**src/sv/bbsf_pkg.sv**
```systemverilog
// Shared constants, types and helpers for the binary sensor fusion core.
package bbsf_pkg;

  localparam int NUM_INPUTS = 9;
  localparam int PCT_W      = 7;
  localparam int IDX_W      = 4;
  localparam int TABLE_W    = NUM_INPUTS * PCT_W;
  localparam int CFG_ADDR_W = 3;
  localparam int CFG_DATA_W = TABLE_W;

  // 100^9 fits in 60 bits, 100^10 in 67 bits, 100^11 in 74 bits.
  localparam int PROD_W = 60;
  localparam int NUM_W  = 67;
  localparam int REM_W  = 74;

  // The quotient never exceeds 100, so seven restoring steps are enough.
  localparam int DIV_STEPS = PCT_W;

  localparam logic [PCT_W-1:0] PCT_FULL = PCT_W'(100);

  localparam logic [CFG_ADDR_W-1:0] REG_PRIOR     = 3'd0;
  localparam logic [CFG_ADDR_W-1:0] REG_THRESHOLD = 3'd1;
  localparam logic [CFG_ADDR_W-1:0] REG_ENABLE    = 3'd2;
  localparam logic [CFG_ADDR_W-1:0] REG_P_TRUE    = 3'd3;
  localparam logic [CFG_ADDR_W-1:0] REG_P_FALSE   = 3'd4;
  localparam logic [CFG_ADDR_W-1:0] REG_PROB_OUT  = 3'd5;
  localparam logic [CFG_ADDR_W-1:0] REG_ON_CHANGE = 3'd6;

  localparam logic REQ_TELEGRAM = 1'b0;
  localparam logic REQ_INIT     = 1'b1;

  // Controller to datapath.
  typedef struct packed {
    logic             take;      // input transfer this cycle
    logic             mul_en;    // fold one lane into both products
    logic [IDX_W-1:0] lane;      // lane being folded
    logic             scale_en;  // weight products by the prior
    logic             sum_en;    // form denominator and scaled numerator
    logic             div_en;    // one restoring division step
    logic             load_out;  // finish the item and fill the output register
  } cmd_t;

  // Datapath to controller.
  typedef struct packed {
    logic calc;      // the offered item produces a result
    logic out_free;  // output register can take a result this cycle
  } stat_t;

  function automatic logic [PCT_W-1:0] sat_pct(input logic [PCT_W-1:0] v);
    return (v > PCT_FULL) ? PCT_FULL : v;
  endfunction

endpackage

```
**src/sv/bbsf_ctrl.sv**
```systemverilog
// Sequencing state machine for the fusion core.
module bbsf_ctrl (
  input  logic            clk,
  input  logic            rst_n,
  input  logic            in_tvalid,
  output logic            in_tready,
  input  bbsf_pkg::stat_t stat,
  output bbsf_pkg::cmd_t  cmd
);

  typedef enum logic [2:0] {
    S_IDLE,
    S_MUL,
    S_SCALE,
    S_SUM,
    S_DIV,
    S_FIN
  } state_t;

  localparam logic [bbsf_pkg::IDX_W-1:0] LANE_LAST =
    bbsf_pkg::IDX_W'(bbsf_pkg::NUM_INPUTS - 1);
  localparam logic [bbsf_pkg::IDX_W-1:0] DIV_LAST =
    bbsf_pkg::IDX_W'(bbsf_pkg::DIV_STEPS - 1);

  state_t                       state_r, state_nxt;
  logic [bbsf_pkg::IDX_W-1:0]   cnt_r, cnt_nxt;

  always_comb begin
    state_nxt = state_r;
    cnt_nxt   = cnt_r;
    unique case (state_r)
      S_IDLE: begin
        cnt_nxt = '0;
        if (in_tvalid && stat.calc) begin
          state_nxt = S_MUL;
        end
      end
      S_MUL: begin
        cnt_nxt = cnt_r + 1'b1;
        if (cnt_r == LANE_LAST) begin
          state_nxt = S_SCALE;
        end
      end
      S_SCALE: begin
        state_nxt = S_SUM;
      end
      S_SUM: begin
        cnt_nxt   = '0;
        state_nxt = S_DIV;
      end
      S_DIV: begin
        cnt_nxt = cnt_r + 1'b1;
        if (cnt_r == DIV_LAST) begin
          state_nxt = S_FIN;
        end
      end
      S_FIN: begin
        if (stat.out_free) begin
          state_nxt = S_IDLE;
        end
      end
      default: begin
        state_nxt = S_IDLE;
      end
    endcase
  end

  always_ff @(posedge clk) begin
    if (!rst_n) begin
      state_r <= S_IDLE;
      cnt_r   <= '0;
    end else begin
      state_r <= state_nxt;
      cnt_r   <= cnt_nxt;
    end
  end

  assign in_tready = (state_r == S_IDLE);

  always_comb begin
    cmd          = '0;
    cmd.take     = (state_r == S_IDLE) && in_tvalid;
    cmd.mul_en   = (state_r == S_MUL);
    cmd.lane     = cnt_r;
    cmd.scale_en = (state_r == S_SCALE);
    cmd.sum_en   = (state_r == S_SUM);
    cmd.div_en   = (state_r == S_DIV);
    cmd.load_out = (state_r == S_FIN) && stat.out_free;
  end

endmodule

```
**config.mk**
```make
export PLATFORM = sky130hd
export DESIGN_NAME = bbsf_ctrl
export DESIGN_NICKNAME = d
export VERILOG_FILES = /design/src/sv/bbsf_pkg.sv /design/src/sv/bbsf_ctrl.sv
export SDC_FILE = /design/constraint.sdc
export NUM_CORES = 1
export LEC_CHECK = 0
export ABC_CLOCK_PERIOD_IN_PS = 3700
export BUFFER_PORTS_ARGS = -buffer_cell sky130_fd_sc_hd__buf_2
export CAP_MARGIN = 5
export CORE_AREA = 2 2 39 41
export CTS_BUF_LIST = sky130_fd_sc_hd__clkbuf_16
export CTS_CLUSTER_DIAMETER = 30
export DETAILED_ROUTE_END_ITERATION = 8
export DIE_AREA = 0 0 41 43
export PLACE_DENSITY = 0.66
export SKIP_CTS_REPAIR_TIMING = 1
export SLEW_MARGIN = 20
export SYNTH_ARGS = -nofsm -noshare
export SYNTH_HDL_FRONTEND = slang
export SYNTH_SLANG_ARGS = --single-unit
```
**constraint.sdc**
```tcl
create_clock -name clk -period 3.7 [get_ports clk]
set_input_delay 0.555 -clock clk [delete_from_list [all_inputs] [get_ports clk]]
set_output_delay 0.555 -clock clk [all_outputs]
set_load 0.1 [all_outputs]
```
======== Yosys cells after proc, flatten, opt, wreduce, memory -nomap -nowiden ========
Cells that the tools add are included.
storage, ports and cells
  register bits ........................... 7
  logic and storage cells ................. 28
  output and inout bits ................... 11
  bits of input ports ..................... 5
operators by class
  reductions and logical operators ........ 8
  eq/ne operators ......................... 11
  multiplexer cells ....................... 6
  add/subtract/negate cells ............... 1
operator list
  kind                                                    count
  case mux 3 bit (6 select lines)                         1
  two-way mux 3 bit                                       4
  case mux 4 bit (2 select lines)                         1
  equality test 3 x 2 -> 1 bit (second input constant)    2
  equality test 3 bit (second input constant)             2
  inequality test 2 x 1 -> 1 bit (second input constant)  3
  adder 4 x 1 -> 4 bit (second input constant)            1
  equality test 4 x 3 -> 1 bit (second input constant)    1
  equality test 4 bit (second input constant)             1
  AND reduction 4 bit                                     1
  OR reduction 2 bit                                      2
  equality test 3 x 1 -> 1 bit (second input constant)    1
  logical AND 1 bit                                       3
  zero test 3 bit                                         1
  inequality test 2 bit (second input constant)           1
  nonzero test 2 bit                                      1

======== Depth between registers and ports, before layout ========
Gate-level depths: netlist of the first run.
  word-level depth ........................ 3
  depth in mapped cells ................... 6
  depth with buffers taken out ............ 6

======== Least setup slack after synthesis of the first run ========
No wires, ideal clock.
  path kind ............................... flip-flop to output port
  from .................................... register state_r[0]
  to ...................................... output cmd[9] in the netlist's numbering
  slack ................................... -0.424 ns
  data required time ...................... 3.145 ns
  arrival ................................. 3.569 ns
  cell stages (with the launch flop) ...... 4
  path buffers ............................ 1
  cell sequence ........................... dfxtp_1 -> buf_4 -> nor3_1 -> and2_1
RTL lines
  item                    RTL line         RTL
  start, declared         bbsf_ctrl.sv:25  state_t state_r, state_nxt;
  start signal, assigned  bbsf_ctrl.sv:73  state_r <= state_nxt;
  end, declared           bbsf_ctrl.sv:8   output bbsf_pkg::cmd_t cmd

==> results_dict.tcl, run 1 <==
set metrics [dict create \
    outcome "finished, final reports clean" \
    hold_class "primary input to register" \
    crit_path_max_incr_delay_ps 730 \
    vdd_drop_max_uv 215 \
    portBuffers 15 \
    cp_top_family "flip-flops" \
    finalCritPeriodShare_pct 65.2 \
    synth_flop_cell "dfxtp_1" \
    clkTransAtPathRegs_ps 40 \
    area_delta_synth_final_pct 28.3 \
    slew_headroom_pct 55.9 \
    grt_max_degree 21 \
    slowest_stage "dfxtp_1" \
    path_cells "nor3b_2 -> buf_2" \
    cp.arrival_ps 1860 \
    power.leakage_nw 0.314 \
    dr.first_iter.drc_count 4 \
    crit_buf_inv 1 \
    nNetsFinal 93 \
    fillers 131 \
    synth_warnings 0 \
    p_per_area_mw_per_mm2 501 \
    ys_seq_area_share_pct 25.4 \
    ys_top_cells_by_area "dfxtp_1 (25%), ha_1 (6.8%), nand2_1 (5.4%)" \
    grt_pass1_vias 516 \
    hold_violations 0 \
    coreArea_mm2 0.00138 \
    io_pins 16 \
    setup.worst_path.end_class "primary output" \
    die_area_mm2 0.00176 \
    die_w_um 41 \
    synth_cells 69 \
    syn_nets 77 \
    cp-startpoint "state_r[0]" \
    yosysTopAreaCell "dfxtp_1" \
    synth_edf_count 0 \
    antenna_found_initial 0 \
    fp.dieH_um 43 \
    synth_top_area_share_pct 25.4 \
    postRouteAntennaNets 0 \
    worstPathMaxFanout 20 \
    cts_buffers 3 \
    r2r-start "state_r[0]" \
    worst_slew_pin_slew_ps 661 \
    dp_hpwl_um 866 \
    max_cap_violations 0 \
    grt.overflow.total 0 \
    n_antenna_cell 0 \
    crit_required_ps 3140 \
    setup_viol 0 \
    cts_sinks 7 \
    rows 14 \
    wl_um 1330 \
    track_usage_pct 19.2 \
    async_reset_ff_share_pct 0 \
    final_cell_mix "buf_2 (15), nand2_1 (8), dfxtp_1 (7)" \
    wl_per_cell_um 13.3 \
    fin_tns_setup_ps 0 \
    cts_tree "done" \
    drt_first_pass_iters 3 \
    start_util_pct 39.9 \
    h-tree-depth 1 \
    max_freq_mhz 414 \
    syn_area_per_cell_um2 8.00 \
    vias 547 \
    insertion_delay_ps 230 \
    drive_above_1_share_pct 26.2 \
    fin_crit_ps 2410 \
    final_common_cell "buf_2" \
    start_kind "register" \
    drc 0 \
    rsz0062_at_grt "false" \
    clockBufferDepth 2 \
    synth_area_um2 552 \
    slew_viol_final 0 \
    ys_ff_latch 7 \
    gp_congestion 0.762 \
    post-route-util_pct 51.2 \
    grt_pass1_wl_um 2270 \
    hp-start "rst_n" \
    cts_root_buf "clkbuf_16" \
    viasPerCell 5.47 \
    synthDistinctLibCells 33 \
    critical_path_class "register to primary output" \
    finClkSkew_ps 0.559 \
]
cell families after synthesis:
family / count (synthesis) / synth area share (%)
AO/OA/AOI/OAI: 18 / 20.6
AND/OR/NAND/NOR: 31 / 36.1
multiplexers: 1 / 1.81
flip-flops: 7 / 25.4
buffers and inverters: 7 / 6.12
adder cells (fa/ha/maj): 3 / 6.80
XOR/XNOR: 2 / 3.18
power by group:
group          switching [mW]  internal (mW)
combinational          0.0619         0.0197
sequential             0.0117         0.0792
clock                  0.0418          0.141
worst reg2reg max path, delay by kind of cell, from the launching register on:
family / cells / cell delay (ps)
flip-flops: 1 / 730
AND/OR/NAND/NOR: 2 / 510
multiplexers: 1 / 170
AO/OA/AOI/OAI: 1 / 160
cells in the mapped netlist (2+ instances only):
| library cell | number |
|---|---|
| a21oi_1 | 4 |
| buf_2 | 3 |
| dfxtp_1 | 7 |
| ha_1 | 3 |
| inv_1 | 3 |
| nand2_1 | 8 |
| nand3_1 | 2 |
| nand3b_1 | 2 |
| nor2_1 | 4 |
| nor3_1 | 2 |
| nor3b_2 | 2 |
| o21a_1 | 3 |
| o21ai_0 | 5 |
| xnor2_1 | 2 |
area by class of cell:
cell class	instances	area (um^2)	share of cell area, %
clock inverter	1	3.75	0.530
tap	16	20.0	2.83
multi-input combinational	55	383	54.1
inverter	3	11.3	1.59
sequential	7	140	19.8
timing repair buffer	15	75.1	10.6
clock buffer	3	75.1	10.6
flip-flops by register name, indices dropped and copies added (netlist names):
| register | count |
|---|---|
| cnt_r | 4 |
| state_r | 3 |
final timing paths:
kind	depth (start not counted)	end	slack (ps)
hold / removal	2	cnt_r[2]	620
setup / recovery	2	cmd[8]	1290
hold reg to reg	2	cnt_r[0]	680
setup reg to reg	4	state_r[2]	2060
per-layer routing:
metal	track usage, %	vias to the layer above	routed length (um)
met2	27.5	14	643
met4	12.0	0	34
met1	25.4	254	600
met3	3.14	5	52
li1	-	274	-
met5	0	-	0
through the flow:
step | worst slack [ps] | hold WS [ps] | power (mW) | instance area, um^2 | cells
floorplan | 532 | 673 | 0.161 | 557 | 69
global placement | 1620 | 677 | 0.172 | 629 | 96
detailed placement | 1560 | 679 | 0.173 | 629 | 96
CTS | 1300 | 621 | 0.357 | 708 | 100
global route | 1190 | 624 | 0.370 | 708 | 100
finish | 1290 | 618 | 0.355 | 708 | 100
Power figures use the tool's default switching activity.
==> inputs of run 2 (changes only) <==
Settings changed: ABC_CLOCK_PERIOD_IN_PS 3700 to 2300.
Clock period 3.7 ns to 2.3 ns, I/O delays scaled along.
==> run 2 against run 1 <==
Net effect:
- register-to-register slack worse by 1400 ps
- first-iteration DRC count grew to 4.5 times the previous value
- non-clock buffer count is 2 higher
- routed wire length is 2.6% lower
- design area is 4.1% higher
- sequential cell count stayed put
- sequential share of layout area is 0.77 points lower
- global-route usage is 0.81 points lower
- critical path type unchanged
- highest routed layer unchanged
==> results_dict.tcl, run 2 (synthesis results as in run 1) <==
set metrics [dict create \
    insertion_delay_ps 230 \
    placed_cells 98 \
    hold_class "primary input to register" \
    start_kind "register" \
    grt.overflow.total 0 \
    fin_crit_ps 2090 \
    area_delta_synth_final_pct 33.6 \
    slowest_stage "dfxtp_1" \
    rsz0062_at_grt "false" \
    largest-register "cnt_r" \
    dp_hpwl_um 911 \
    critical_path_class "register to primary output" \
    cts_root_buf "clkbuf_16" \
    hold_violations 0 \
    setup_ws_ps 215 \
    grt_pass1_vias 481 \
    grt_max_degree 16 \
    coreArea_mm2 0.00138 \
    rows 14 \
    seqPwrFrac_pct 24.2 \
    worst_slew_pin_slew_ps 582 \
    max_cap_violations 0 \
    crit_required_ps 1960 \
    cts_sinks 7 \
    design_area_um2 737 \
    finClkSkew_ps 5.11 \
    largest_reg_flops 4 \
    clockBufferDepth 2 \
    fp.dieH_um 43 \
    preCtsSetupSlack_ps 479 \
    internal_power_mw 0.391 \
    clockPowerShare_pct 51.1 \
    vdd_drop_max_uv 551 \
    cts_buffers 3 \
    switchingPower_mw 0.189 \
    outcome "finished, final reports clean" \
    viasPerCell 5.25 \
    drive_above_1_share_pct 32.6 \
    place_area_um2 657 \
    final_common_cell "buf_2" \
    slew_headroom_pct 61.1 \
    portBuffers 15 \
    power.leakage_nw 0.326 \
    drc 0 \
    start_util_pct 39.9 \
    wl_um 1300 \
    cts_tree "done" \
    setup_viol 0 \
    cp.arrival_ps 1740 \
    finalCritPeriodShare_pct 90.7 \
    swShare_pct 32.5 \
    power_frac_comb_pct 24.6 \
    worstPathMaxFanout 14 \
    grt_pass1_wl_um 2170 \
    gr-usage-met3_pct 3.66 \
    drt_first_pass_iters 4 \
    setup.worst_path.end_class "primary output" \
    n_antenna_cell 0 \
    dr.first_iter.drc_count 18 \
    crit_path_max_incr_delay_ps 640 \
    nNetsFinal 95 \
    die_w_um 41 \
    fillers 130 \
    final_cell_mix "buf_2 (15), nand2_1 (8), dfxtp_1 (7)" \
    vias 536 \
    gp_congestion 0.788 \
    wl_per_cell_um 12.7 \
    met1_usage_pct 26.4 \
    hold_ws_ps 406 \
    busiest_layer "met1" \
    die_area_mm2 0.00176 \
    layout.cells.non_filler 102 \
    grt.met2_usage_pct 23.8 \
    finalPower_mw 0.580 \
    slew_viol_final 0 \
    largestRegisters "cnt_r (4), state_r (3)" \
    p_per_area_mw_per_mm2 787 \
    fin_tns_setup_ps 0 \
    io_pins 16 \
    antenna_found_initial 0 \
    clkTransAtPathRegs_ps 40 \
    max_freq_mhz 480 \
    postRouteAntennaNets 0 \
    h-tree-depth 1 \
    post-route-util_pct 53.3 \
    path_cells "nor3b_2 -> buf_2" \
    track_usage_pct 18.3 \
]
run 2: final timing paths:
check | startpoint | to | slack, ps | depth (start not counted)
setup reg to reg | state_r[2] | state_r[2] | 690 | 4
setup / recovery | state_r[2] | cmd[1] | 210 | 2
hold reg to reg | cnt_r[0] | cnt_r[0] | 670 | 2
hold / removal | rst_n | cnt_r[1] | 410 | 2
run 2: power by group through the flow:
stage                     clock [mW]  sequential [mW]  combinational, mW
after detailed placement           0            0.142              0.142
after global placement             0            0.142              0.141
after floorplan                    0            0.153              0.109
after CTS                      0.300            0.140              0.143
final                          0.296            0.140              0.143
after global routing           0.314            0.141              0.152
run 2: cell type report:
type                            instances  area [um^2]  share of cell area, %
Sequential cell                         7          140                   19.0
Tap cell                               16         20.0                   2.72
Clock buffer                            3         75.1                   10.2
Inverter                                3         11.3                   1.53
Multi-Input combinational cell         55          395                   53.7
Clock inverter                          1         5.00                  0.679
Timing Repair Buffer                   17         90.1                   12.2
run 2: per-layer routing:
metal	up-vias	share of wire (%)
met3	2	4.2
li1	280	-
met5	-	0
met4	0	1.3
met1	241	49
met2	13	45
run 2: worst max-delay path: cells and delay by family, from the launching register on:
family                 cells  cell delay (ps)
DFF                        1              640
buffers and inverters      1              490
and+or+nand+nor            1              380
